## config.mk

```make
export PLATFORM = sky130hd
export DESIGN_NAME = frame_bitmap_allocator
export DESIGN_NICKNAME = d
export VERILOG_FILES = /design/src/fba_pkg.sv /design/src/frame_bitmap_allocator.sv /design/src/fba_map_ram.sv /design/src/fba_engine.sv
export SDC_FILE = /design/constraint.sdc
export NUM_CORES = 2
export LEC_CHECK = 0
export BUFFER_PORTS_ARGS = -buffer_cell sky130_fd_sc_hd__buf_2
export CAP_MARGIN = 40
export CORE_MARGIN = 4
export CORE_UTILIZATION = 55
export DETAILED_ROUTE_END_ITERATION = 7
export GPL_TIMING_DRIVEN = 0
export PLACE_DENSITY = 0.78
export SETUP_SLACK_MARGIN = 0.5
export SLEW_MARGIN = 30
export SYNTH_ARGS = -nofsm -noshare
export SYNTH_HDL_FRONTEND = slang
export SYNTH_SLANG_ARGS = --single-unit
```

## constraint.sdc

```tcl
create_clock -name clk -period 16.5 [get_ports clk]
set_clock_uncertainty 0.15 [all_clocks]
set_input_delay 0.825 -clock clk [delete_from_list [all_inputs] [get_ports clk]]
set_output_delay 0.825 -clock clk [all_outputs]
set_load 0.02 [all_outputs]
```

## src/fba_pkg.sv

```systemverilog
// ----------------------------------------------------------------------------
// fba_pkg
// Shared widths, codes and types of the frame bitmap allocator.
// ----------------------------------------------------------------------------
package fba_pkg;

  // Field widths fixed by the page entry format
  localparam int FRAME_W  = 12;
  localparam int STATUS_W = 2;
  localparam int CFG_W    = 13;

  // Largest frame count that new_frame can express
  localparam int FRAME_LIMIT = 4096;

  // Default geometry of the bitmap
  localparam int NUM_FRAMES_DEF = 4096;
  localparam int WORD_BITS_DEF  = 32;

  // Request codes
  localparam logic MODE_ALLOC = 1'b0;
  localparam logic MODE_FREE  = 1'b1;

  // Result codes
  typedef enum logic [STATUS_W-1:0] {
    ST_DONE = 2'd0,
    ST_NOP  = 2'd1,
    ST_FULL = 2'd2
  } status_t;

  // Sequencer states
  typedef enum logic [2:0] {
    S_CLEAR,
    S_IDLE,
    S_CHK,
    S_FRD,
    S_FWR,
    S_OUT
  } state_t;

  // Bitmap memory strobes
  typedef struct packed {
    logic rd_en;
    logic wr_en;
  } map_ctl_t;

endpackage

```

## src/frame_bitmap_allocator.sv

```systemverilog
// ----------------------------------------------------------------------------
// frame_bitmap_allocator
// First-fit physical frame allocator over a used-frame bitmap held in memory.
// ----------------------------------------------------------------------------
// After reset the block sweeps the bitmap to zero, one word per cycle, before
// in_ready first rises; cfg writes are taken throughout. One item is worked at
// a time. An allocation for an empty entry reads the bitmap one word per cycle
// through the single read port, scanning at most max(1, ceil(min(limit,
// NUM_FRAMES) / WORD_BITS)) words, and loads the result when it finds a free
// bit or reaches the last word. A free reads the frame's word, writes it back
// with the bit cleared, then loads the result. An allocation for an entry that
// already holds a frame, or a free of an empty entry or of a frame beyond the
// bitmap, goes straight to loading the result. The result sits in an output
// register, so the next item is accepted while it waits for out_ready; a second
// result stalls the input until the first is taken.
// ----------------------------------------------------------------------------
module frame_bitmap_allocator import fba_pkg::*; #(
  parameter int NUM_FRAMES = NUM_FRAMES_DEF,
  parameter int WORD_BITS  = WORD_BITS_DEF
) (
  input  logic                clk,
  input  logic                rst,
  // configuration
  input  logic                cfg_we,
  input  logic [CFG_W-1:0]    cfg_wdata,
  // request channel
  input  logic                in_valid,
  output logic                in_ready,
  input  logic                mode,
  input  logic [FRAME_W-1:0]  entry_frame,
  input  logic                kernel_page,
  input  logic                writable_page,
  // result channel
  output logic                out_valid,
  input  logic                out_ready,
  output logic [FRAME_W-1:0]  new_frame,
  output logic [STATUS_W-1:0] status,
  output logic                present_bit,
  output logic                write_bit,
  output logic                user_bit
);

  localparam int MAP_WORDS = (NUM_FRAMES + WORD_BITS - 1) / WORD_BITS;
  localparam int ADDR_W    = (MAP_WORDS > 1) ? $clog2(MAP_WORDS) : 1;
  localparam int CAP       = (NUM_FRAMES < FRAME_LIMIT) ? NUM_FRAMES : FRAME_LIMIT;

  logic [CFG_W-1:0]     scan_limit;
  logic [CFG_W-1:0]     scan_limit_next;
  map_ctl_t             map_ctl;
  logic [ADDR_W-1:0]    map_raddr;
  logic [ADDR_W-1:0]    map_waddr;
  logic [WORD_BITS-1:0] map_wdata;
  logic [WORD_BITS-1:0] map_rdata;

  // Saturate the frame count to what the bitmap and the frame field can hold
  assign scan_limit_next = (cfg_wdata > CFG_W'(CAP)) ? CFG_W'(CAP) : cfg_wdata;

  always_ff @(posedge clk) begin
    if (rst) begin
      scan_limit <= CFG_W'(CAP);
    end else if (cfg_we) begin
      scan_limit <= scan_limit_next;
    end
  end

  fba_engine #(
    .NUM_FRAMES (NUM_FRAMES),
    .WORD_BITS  (WORD_BITS),
    .MAP_WORDS  (MAP_WORDS),
    .ADDR_W     (ADDR_W)
  ) u_engine (
    .clk           (clk),
    .rst           (rst),
    .scan_limit    (scan_limit),
    .in_valid      (in_valid),
    .in_ready      (in_ready),
    .mode          (mode),
    .entry_frame   (entry_frame),
    .kernel_page   (kernel_page),
    .writable_page (writable_page),
    .out_valid     (out_valid),
    .out_ready     (out_ready),
    .new_frame     (new_frame),
    .status        (status),
    .present_bit   (present_bit),
    .write_bit     (write_bit),
    .user_bit      (user_bit),
    .map_ctl       (map_ctl),
    .map_raddr     (map_raddr),
    .map_waddr     (map_waddr),
    .map_wdata     (map_wdata),
    .map_rdata     (map_rdata)
  );

  fba_map_ram #(
    .DEPTH  (MAP_WORDS),
    .WIDTH  (WORD_BITS),
    .ADDR_W (ADDR_W)
  ) u_map (
    .clk   (clk),
    .ctl   (map_ctl),
    .raddr (map_raddr),
    .waddr (map_waddr),
    .wdata (map_wdata),
    .rdata (map_rdata)
  );

endmodule

```

## src/fba_map_ram.sv

```systemverilog
// ----------------------------------------------------------------------------
// fba_map_ram
// Used-frame bitmap store: one write port, one read port, registered read.
// ----------------------------------------------------------------------------
module fba_map_ram import fba_pkg::*; #(
  parameter int DEPTH  = NUM_FRAMES_DEF / WORD_BITS_DEF,
  parameter int WIDTH  = WORD_BITS_DEF,
  parameter int ADDR_W = 7
) (
  input  logic              clk,
  input  map_ctl_t          ctl,
  input  logic [ADDR_W-1:0] raddr,
  input  logic [ADDR_W-1:0] waddr,
  input  logic [WIDTH-1:0]  wdata,
  output logic [WIDTH-1:0]  rdata
);

  logic [WIDTH-1:0] mem [DEPTH];

  // Write port
  always_ff @(posedge clk) begin
    if (ctl.wr_en) begin
      mem[waddr] <= wdata;
    end
  end

  // Read port, registered
  always_ff @(posedge clk) begin
    if (ctl.rd_en) begin
      rdata <= mem[raddr];
    end
  end

endmodule

```

## src/fba_engine.sv

```systemverilog
// ----------------------------------------------------------------------------
// fba_engine
// Request sequencer: clears the bitmap after reset, scans it by word for the
// lowest free frame and sets its bit, clears a freed frame's bit, holds the result.
// ----------------------------------------------------------------------------
module fba_engine import fba_pkg::*; #(
  parameter int NUM_FRAMES = NUM_FRAMES_DEF,
  parameter int WORD_BITS  = WORD_BITS_DEF,
  parameter int MAP_WORDS  = NUM_FRAMES_DEF / WORD_BITS_DEF,
  parameter int ADDR_W     = 7
) (
  input  logic                 clk,
  input  logic                 rst,
  input  logic [CFG_W-1:0]     scan_limit,
  // request channel
  input  logic                 in_valid,
  output logic                 in_ready,
  input  logic                 mode,
  input  logic [FRAME_W-1:0]   entry_frame,
  input  logic                 kernel_page,
  input  logic                 writable_page,
  // result channel
  output logic                 out_valid,
  input  logic                 out_ready,
  output logic [FRAME_W-1:0]   new_frame,
  output logic [STATUS_W-1:0]  status,
  output logic                 present_bit,
  output logic                 write_bit,
  output logic                 user_bit,
  // bitmap memory
  output map_ctl_t             map_ctl,
  output logic [ADDR_W-1:0]    map_raddr,
  output logic [ADDR_W-1:0]    map_waddr,
  output logic [WORD_BITS-1:0] map_wdata,
  input  logic [WORD_BITS-1:0] map_rdata
);

  localparam int BIT_W  = $clog2(WORD_BITS);
  localparam int BASE_W = CFG_W + 1;
  // frame / WORD_BITS as a multiply by a rounded-up reciprocal, exact for 12-bit frames
  localparam int DIV_SH = FRAME_W + BIT_W;
  localparam int DIV_M  = ((1 << DIV_SH) + WORD_BITS - 1) / WORD_BITS;
  localparam int PROD_W = 2 * FRAME_W + 2;
  localparam logic [ADDR_W-1:0] LAST_WORD = ADDR_W'(MAP_WORDS - 1);

  state_t state, state_next;

  logic [ADDR_W-1:0]  clr_word;
  logic [ADDR_W-1:0]  chk_word;
  logic [BASE_W-1:0]  base;
  logic [FRAME_W-1:0] req_entry;
  logic               req_kern;
  logic               req_wr;
  logic [FRAME_W-1:0] fq;
  logic [BIT_W-1:0]   fbit;

  logic [FRAME_W-1:0] res_frame;
  status_t            res_status;
  logic               res_present;
  logic               res_write;
  logic               res_user;

  logic                 accept;
  logic                 entry_ok;
  logic [PROD_W-1:0]    quot_prod;
  logic [FRAME_W-1:0]   fq_base;
  logic [FRAME_W-1:0]   frame_rem;
  logic [BASE_W-1:0]    rem;
  logic [WORD_BITS-1:0] avail;
  logic [WORD_BITS-1:0] free_bits;
  logic                 hit;
  logic [BIT_W-1:0]     hit_idx;
  logic [BASE_W-1:0]    hit_frame;
  logic                 last_word;
  logic                 out_load;

  assign accept   = in_valid && in_ready;
  assign entry_ok = (32'(entry_frame) < NUM_FRAMES);
  assign out_load = (state == S_OUT) && (!out_valid || out_ready);

  // Word index and bit of a frame to free
  assign quot_prod = PROD_W'(entry_frame) * PROD_W'(DIV_M);
  assign fq_base   = fq * FRAME_W'(WORD_BITS);
  assign frame_rem = req_entry - fq_base;

  // Free frames of the word under scan that lie below the limit
  assign rem       = BASE_W'(scan_limit) - base;
  assign last_word = (base + BASE_W'(WORD_BITS)) >= BASE_W'(scan_limit);

  always_comb begin
    for (int b = 0; b < WORD_BITS; b++) begin
      avail[b] = (BASE_W'(b) < rem);
    end
  end

  assign free_bits = ~map_rdata & avail;
  assign hit       = |free_bits;

  // Lowest free bit wins
  always_comb begin
    hit_idx = '0;
    for (int i = WORD_BITS - 1; i >= 0; i--) begin
      if (free_bits[i]) begin
        hit_idx = BIT_W'(i);
      end
    end
  end

  assign hit_frame = base + BASE_W'(hit_idx);

  // State register
  always_ff @(posedge clk) begin
    if (rst) begin
      state <= S_CLEAR;
    end else begin
      state <= state_next;
    end
  end

  // Next state and memory strobes
  always_comb begin
    state_next = state;
    in_ready   = 1'b0;
    map_ctl    = '0;
    map_raddr  = chk_word + ADDR_W'(1);
    map_waddr  = chk_word;
    map_wdata  = '0;
    unique case (state)
      S_CLEAR: begin
        map_ctl.wr_en = 1'b1;
        map_waddr     = clr_word;
        if (clr_word == LAST_WORD) begin
          state_next = S_IDLE;
        end
      end
      S_IDLE: begin
        in_ready = 1'b1;
        if (in_valid) begin
          if (mode == MODE_ALLOC) begin
            if (entry_frame != '0) begin
              state_next = S_OUT;
            end else begin
              map_ctl.rd_en = 1'b1;
              map_raddr     = '0;
              state_next    = S_CHK;
            end
          end else if ((entry_frame != '0) && entry_ok) begin
            state_next = S_FRD;
          end else begin
            state_next = S_OUT;
          end
        end
      end
      S_CHK: begin
        // fetch the next word ahead; it is dropped on a hit or at the last word
        map_ctl.rd_en = 1'b1;
        if (hit) begin
          map_ctl.wr_en = 1'b1;
          map_wdata     = map_rdata | (WORD_BITS'(1) << hit_idx);
          state_next    = S_OUT;
        end else if (last_word) begin
          state_next = S_OUT;
        end
      end
      S_FRD: begin
        map_ctl.rd_en = 1'b1;
        map_raddr     = ADDR_W'(fq);
        state_next    = S_FWR;
      end
      S_FWR: begin
        map_ctl.wr_en = 1'b1;
        map_waddr     = ADDR_W'(fq);
        map_wdata     = map_rdata & ~(WORD_BITS'(1) << fbit);
        state_next    = S_OUT;
      end
      S_OUT: begin
        if (!out_valid || out_ready) begin
          state_next = S_IDLE;
        end
      end
      default: begin
        state_next = S_IDLE;
      end
    endcase
  end

  // Clear sweep counter and result valid
  always_ff @(posedge clk) begin
    if (rst) begin
      clr_word  <= '0;
      out_valid <= 1'b0;
    end else begin
      if (state == S_CLEAR) begin
        clr_word <= clr_word + ADDR_W'(1);
      end
      if (out_load) begin
        out_valid <= 1'b1;
      end else if (out_ready) begin
        out_valid <= 1'b0;
      end
    end
  end

  // Request, scan and result registers
  always_ff @(posedge clk) begin
    if (accept) begin
      req_entry   <= entry_frame;
      req_kern    <= kernel_page;
      req_wr      <= writable_page;
      chk_word    <= '0;
      base        <= '0;
      fq          <= FRAME_W'(quot_prod >> DIV_SH);
      res_present <= 1'b0;
      res_write   <= 1'b0;
      res_user    <= 1'b0;
      if (mode == MODE_ALLOC) begin
        res_frame  <= entry_frame;
        res_status <= (entry_frame != '0) ? ST_NOP : ST_DONE;
      end else begin
        res_frame  <= '0;
        res_status <= (entry_frame == '0) ? ST_NOP : ST_DONE;
      end
    end
    if (state == S_CHK) begin
      if (hit) begin
        res_frame   <= hit_frame[FRAME_W-1:0];
        res_status  <= ST_DONE;
        res_present <= 1'b1;
        res_write   <= req_wr;
        res_user    <= ~req_kern;
      end else if (last_word) begin
        res_status <= ST_FULL;
      end else begin
        chk_word <= chk_word + ADDR_W'(1);
        base     <= base + BASE_W'(WORD_BITS);
      end
    end
    if (state == S_FRD) begin
      fbit <= frame_rem[BIT_W-1:0];
    end
    if (out_load) begin
      new_frame   <= res_frame;
      status      <= res_status;
      present_bit <= res_present;
      write_bit   <= res_write;
      user_bit    <= res_user;
    end
  end

`ifndef ASSERT_OFF
  a_accept_leaves_idle: assert property (@(posedge clk) disable iff (rst)
    accept |=> state != S_IDLE)
    else $error("accepted item left the sequencer idle");

  a_scan_below_limit: assert property (@(posedge clk) disable iff (rst)
    state == S_CHK |-> (base < BASE_W'(scan_limit)) || (base == '0))
    else $error("scan went past the frame limit");

  a_full_result_clean: assert property (@(posedge clk) disable iff (rst)
    out_valid && status == ST_FULL |-> new_frame == '0 && !present_bit)
    else $error("full result carries a frame");

  a_alloc_in_range: assert property (@(posedge clk) disable iff (rst)
    out_valid && present_bit |-> CFG_W'(new_frame) < scan_limit)
    else $error("allocated frame at or above the limit");
`endif

endmodule

```

======== Word-level counts from Yosys, hierarchy flattened ========
Memories as Yosys holds them, arrays and structs flattened. A register that Yosys moved wholly into a read port is not among the register bits.
Index checks and enable logic that the tools add are counted.
storage, ports and cells
  register bits ........................... 98
  output and inout port bits .............. 19
  word-level logic and storage cells ...... 180
  memories ................................ 1
  input port bits ......................... 33
  bits in writable memories ............... 4096
memory list
  name       depth  width  rd ports  clocked after Yosys merged registers in  write ports  line               source
  u_map.mem  128    32     1         1                                        1            fba_map_ram.sv:18  logic [WIDTH-1:0] mem [DEPTH];
cells by class
  equality and inequality tests ........... 10
  magnitude comparators ................... 34
  bitwise logic cells ..................... 6
  shift operators ......................... 2
  mux-type cells .......................... 88
  reductions and logical operators ........ 12
  add/subtract/negate cells ............... 6
operators with widths
  operator                 count
  $lt A5 B14 Y1 const A    16
  $mux W5                  32
  $lt A4 B14 Y1 const A    8
  $and A32 B32 Y32         2
  $not A32 Y32             2
  $pmux W32 S2             1
  $shl A1 B5 Y32 const A   2
  $lt A3 B14 Y1 const A    4
  $mux W14                 4
  $mux W7                  7
  $mux W12                 4
  $mux W32                 1
  $or A32 B32 Y32          1
  $reduce_or A32 Y1        1
  $lt A1 B14 Y1 const A    2
  $lt A2 B14 Y1 const A    2
  $pmux W7 S2              2
  $mux W3                  8
  $mux W1                  20
  $pmux W3 S6              1
  $add A14 B6 Y14 const B  1
  $add A7 B1 Y7 const B    2
  $ge A14 B13 Y1           1
  $sub A13 B14 Y14         1
  23 further kinds         33

======== Depth between registers and ports, before layout ========
  depth after elaboration ................. 39
  gate-level depth with buffers ........... 26
  mapped depth without buffers ............ 24

======== By module ========
Synthesis repeated with hierarchy kept, for this count alone.
second synthesis, totals
  cells, all modules ...................... 6925
  area total of the unflattened synthesis .. 164067.4 um^2
modules (own cells, without submodules)
  module                  cells each  times used  area each (um^2)
  fba_map_ram             5990        1           156596.4
  fba_engine              878         1           6885.4
  frame_bitmap_allocator  57          1           585.6

======== Worst setup path before layout ========
Ideal clock, no wire load.
  kind .................................... register to register
  start ................................... register u_engine.base[7]
  end ..................................... memory u_map.mem[0][13] (netlist bit) (data pin)
  buffers on the path ..................... 2
  slack ................................... 3638 ps
  cell stages (with the launch flop) ...... 19
  arrival ................................. 11124 ps
  setup time .............................. 1588 ps
  cells stage by stage .................... dfxtp_1 > clkbuf_1 > inv_1 > ha_1 > nand2_1 > o21ai_2 > or3_1 > o221a_2 > a2111oi_4 > buf_4 > a41oi_1 > o32ai_2 > nor3b_1 > o211a_1 > o31a_1 > o211a_1 > nor2_2 > inv_1 > o41ai_1
between the ends
  word-level cells in the longest chain between the ends .. 39
  elaborated cells between the ends (all ways) .. 71
  those cells by class .................... 1 x add/sub; 32 x order compare; 1 x shift; 34 x mux; 2 x bitwise; 1 x reduce/logical
ends and longest elaborated chain
  what                      line                          source
  start: declaration        fba_engine.sv:50              logic [BASE_W-1:0] base;
  start signal: assignment  fba_engine.sv:235             base <= base + BASE_W'(WORD_BITS);
  $sub A13 B14 Y14 (*)      fba_engine.sv:87              assign rem = BASE_W'(scan_limit) - base;
  $lt A5 B14 Y1             fba_engine.sv:92              avail[b] = (BASE_W'(b) < rem);
  $and A32 B32 Y32 (*)      fba_engine.sv:96              assign free_bits = ~map_rdata & avail;
  $mux W5 (32 in a row)     fba_engine.sv:103             if (free_bits[i]) begin
  $shl A1 B5 Y32            fba_engine.sv:159             map_wdata = map_rdata | (WORD_BITS'(1) << hit_idx);
  $or A32 B32 Y32           fba_engine.sv:159
  $mux W32 (*)              fba_engine.sv:157             if (hit) begin
  $pmux W32 S2 (*)          fba_engine.sv:128             unique case (state)
  via map_wdata[13]         frame_bitmap_allocator.sv:52  logic [WORD_BITS-1:0] map_wdata;
  end: declaration          fba_map_ram.sv:18
The timed path passes the listed nets; every way through them passes the cells marked *.

======== Worst setup path after layout ========
  start ................................... register u_engine.base[5]
  end ..................................... memory u_map.mem[34][9] (netlist bit) (data pin)
Same word-level chain as after synthesis.

==> reports/qor.csv <==
stage,metric,value,unit
worst_setup_path,CP dominant cell by count,buf_2,
finish,area grow syn2layout,17.9,%
grt,initial antenna violation count,28,
logic_synthesis,"EDFF count, synth",4169,
logic_synthesis,ys async rst share,0,
logic_synthesis,Synth Register Bits,4226,
floorplan,Initial Util,0.553,
clock_tree,hold_buf cts,23,
floorplan,die footprint,0.311,mm²
routing,remaining routing DRC violations,3,
worst_setup_path,Worst EP required,17.13,ns
clock_tree,CTS resizes,0,
clock_tree,CTS max path bufs,4,
worst_setup_path,CP arrival,9.10,ns
timing,Slew @ Worst Pin,1.06,ns
placed_design,Post-Place Cells,12700,
logic_synthesis,Synth Flop Type,edfxtp_1,
power,PwrDens,133,mW/mm²
power,Sequential Power Share,0.450,
worst_setup_path,CP Capture Type,register,
flow_run,Max-Cap Viols,0,
routing,post-route ant nets,0,
clock_tree,depth of the CTS H-tree,5,
worst_setup_path,Setup CP Type,reg -> reg,
logic_synthesis,sequential fraction of the synthesis area,0.761,
logic_synthesis,syn_nets,8325,
timing,Hold WS,0.119,ns
power,sw frac,0.297,
status,status,finished with violations,
timing,min Tclk post-route,8.48,ns
logic_synthesis,count of different cell masters after synthesis,87,
logic_synthesis,Mapped Avg Cell Area,20.1,µm²
floorplan,CORE AREA,0.300,mm²
finish,fin nets,9316,
worst_setup_path,maximum fanout along the worst path,10,
floorplan,Ports,52,
power,P_int,18.3,mW
routing,total number of vias,95500,
finish,layout cell share with drive strength beyond 1,0.267,
clock_tree,number of CTS-inserted buffers,408,
routing,initial drt markers,16400,
logic_synthesis,top-area cell type share of the netlist area,0.754,
routing,drt first pass iters,8,
placed_design,DP Wirelength,339000,µm
worst_setup_path,crit start category,register,
timing,final worst path period share,0.514,
logic_synthesis,Ys Warns,0,
timing,Rel. slew slack,0.292,
routing,final wirelength,517000,µm
floorplan,row count,201,
min_path,worst min path class,in -> reg,
grt,global route overflow,0,
power,power share of the clock group,0.363,
grt,GRT Util Overall,0.331,
logic_synthesis,dominant cell type by area after synthesis,edfxtp_1,
power,leakage,68.1,nW
clock_tree,clk_lat worst skew,1.01,ns
floorplan,Die X,557,µm
worst_setup_path,critical path's top delay family,buffers and inverters,
worst_setup_path,slowest cell on the critical path,clkbuf_1,
power,sw power,7.72,mW
clock_tree,"Clk pin slew, worst setup/hold paths",0.06,ns
worst_setup_path,max incr delay on CP,0.73,ns
timing,"Hold Vio Cnt, Final",0,
logic_synthesis,Synth area leaders,"edfxtp_1, mux4_2, a211oi_1",
grt,vias in the first global route,94900,
finish,"commonest non-fill, non-tap cell in the layout",edfxtp_1,
logic_synthesis,Post-Syn Area,0.166,mm²
clock_tree,root buf cell,clkbuf_16,
timing,Final setup viols,0,
clock_tree,Post-CTS Setup Bufs,0,
grt,first-pass GRT wire length,722000,µm
clock_tree,clock sink count,4226,
grt,largest net degree at the start of global routing,65,
timing,Fmax achieved,118,MHz
worst_setup_path,WP buf/inv,14,
logic_synthesis,Cells after Synth,8254,
timing,RSZ-0062 raised after global routing,false,
power,Peak VDD IR,0.000107,V
routing,vias per cell,7.04,
placed_design,Placer Congestion,0.982,
timing,Pins Over Slew Limit,0,
finish,Final Non-Filler Cells,13600,
status,failing checks,design-rule violations,
routing,Routed wire per std cell,38.1,µm
floorplan,Die Y,557,µm
power,Comb pwr share,0.187,
placed_design,PortBufs,49,
finish,most frequent cells in the layout,"edfxtp_1, mux4_2, nand2_1, clkbuf_16, a211oi_1",
clock_tree,CTS tree,built,
-- cells in the mapped netlist, types with 4 or more instances --
| cell | instances |
|---|---|
| o21ai_0 | 38 |
| nor2_1 | 212 |
| o41ai_1 | 5 |
| mux2i_1 | 8 |
| a21oi_2 | 4 |
| o21ai_1 | 22 |
| ha_1 | 36 |
| xnor2_1 | 14 |
| nor3b_1 | 4 |
| o211ai_1 | 10 |
| a211oi_1 | 366 |
| and2_1 | 266 |
| nand2_1 | 595 |
| edfxtp_1 | 4169 |
| o21a_1 | 7 |
| a22oi_1 | 4 |
| buf_2 | 119 |
| a221oi_1 | 8 |
| a21o_1 | 45 |
| a311oi_1 | 129 |
| nor2b_1 | 7 |
| nand4_1 | 5 |
| xor2_1 | 13 |
| dfxtp_1 | 57 |
| buf_4 | 5 |
| or2_2 | 7 |
| clkbuf_1 | 337 |
| nor4_1 | 13 |
| a41oi_1 | 14 |
| a31oi_1 | 146 |
| and3_1 | 30 |
| o22ai_1 | 27 |
| buf_1 | 47 |
| inv_1 | 73 |
| nand2b_1 | 17 |
| or3_1 | 8 |
| o21bai_1 | 4 |
| a21oi_1 | 205 |
| mux4_2 | 1024 |
| nor3_1 | 21 |
| o31ai_1 | 4 |
| a2bb2oi_1 | 9 |
| nand3_1 | 52 |
-- worst paths after layout --
kind	startpoint	endpoint	slack [ns]	cells after the start
setup / recovery	u_engine.base[5]	u_map.mem[34][9]	8.02	27
hold / removal	cfg_wdata[8]	scan_limit[8]	0.12	4
setup reg to reg	u_engine.base[5]	u_map.mem[34][9]	8.02	27
hold reg to reg	u_engine.res_present	u_engine.present_bit	0.28	0
-- metrics by stage --
stage	TNS, ns	util	area (µm²)	worst slack [ns]	power [mW]
floorplan	0	-	166000	3.64	14.1
global placement	-5900.49	0.570	171000	-11.07	16.1
detailed placement	0	0.605	182000	8.19	16.3
CTS	0	0.650	195000	8.15	25.6
global route	0	0.652	196000	7.63	26.4
finish	0	0.652	196000	8.02	26.0
-- worst min-delay path: stages --
cell and delay (ns):
buf_2 0.09, nand2_1 0.05, o22ai_1 0.09, and2_1 0.14
-- cell type report --
class                           instances  area [µm²]
Antenna cell                           32        80.1
Buffer                                510        2170
Clock buffer                          476       10500
Clock inverter                        257        2760
Fill cell                           18100      104000
Inverter                               73         274
Multi-Input combinational cell       3445       38800
Sequential cell                      4226      126000
Tap cell                             3958        4950
Timing Repair Buffer                  581        9890
-- cells by family after synthesis --
family,after synthesis,share of synthesized area
flops,4226,0.761
fa+ha+maj,38,0.00295
buf+inv,583,0.0143
simple gates,1256,0.0350
xor+xnor,28,0.00152
mux,1032,0.139
compound gates,1091,0.0462
-- per-layer routing --
layer,global-route usage,vias to the layer above,part of all wire
li1,-,36400,-
met1,0.415,48600,0.32
met2,0.510,8696,0.46
met3,0.0978,1792,0.13
met4,0.211,10,0.081
met5,0,-,0.00036
-- state kept, by name, indices dropped and copies added, names as in the netlist, 2 cells and up --
register and count:
u_map.mem 4096, u_map.rdata 32, u_engine.base 14, scan_limit 13
u_engine.new_frame 12, u_engine.res_frame 12, u_engine.chk_word 7, u_engine.clr_word 7
u_engine.fq 7, u_engine.fbit 5, u_engine.req_entry 5, u_engine.state 3
u_engine.res_status 2, u_engine.status 2
-- power by group through the flow --
stage,registers (mW),clock network [mW],logic [mW]
after global routing,11.7,9.93,4.83
after global placement,11.9,0,4.15
after floorplan,11.9,0,2.18
after CTS,11.7,9.43,4.52
after detailed placement,11.9,0,4.39
final,11.7,9.42,4.86
No activity file was read; power rests on OpenSTA's default activity.
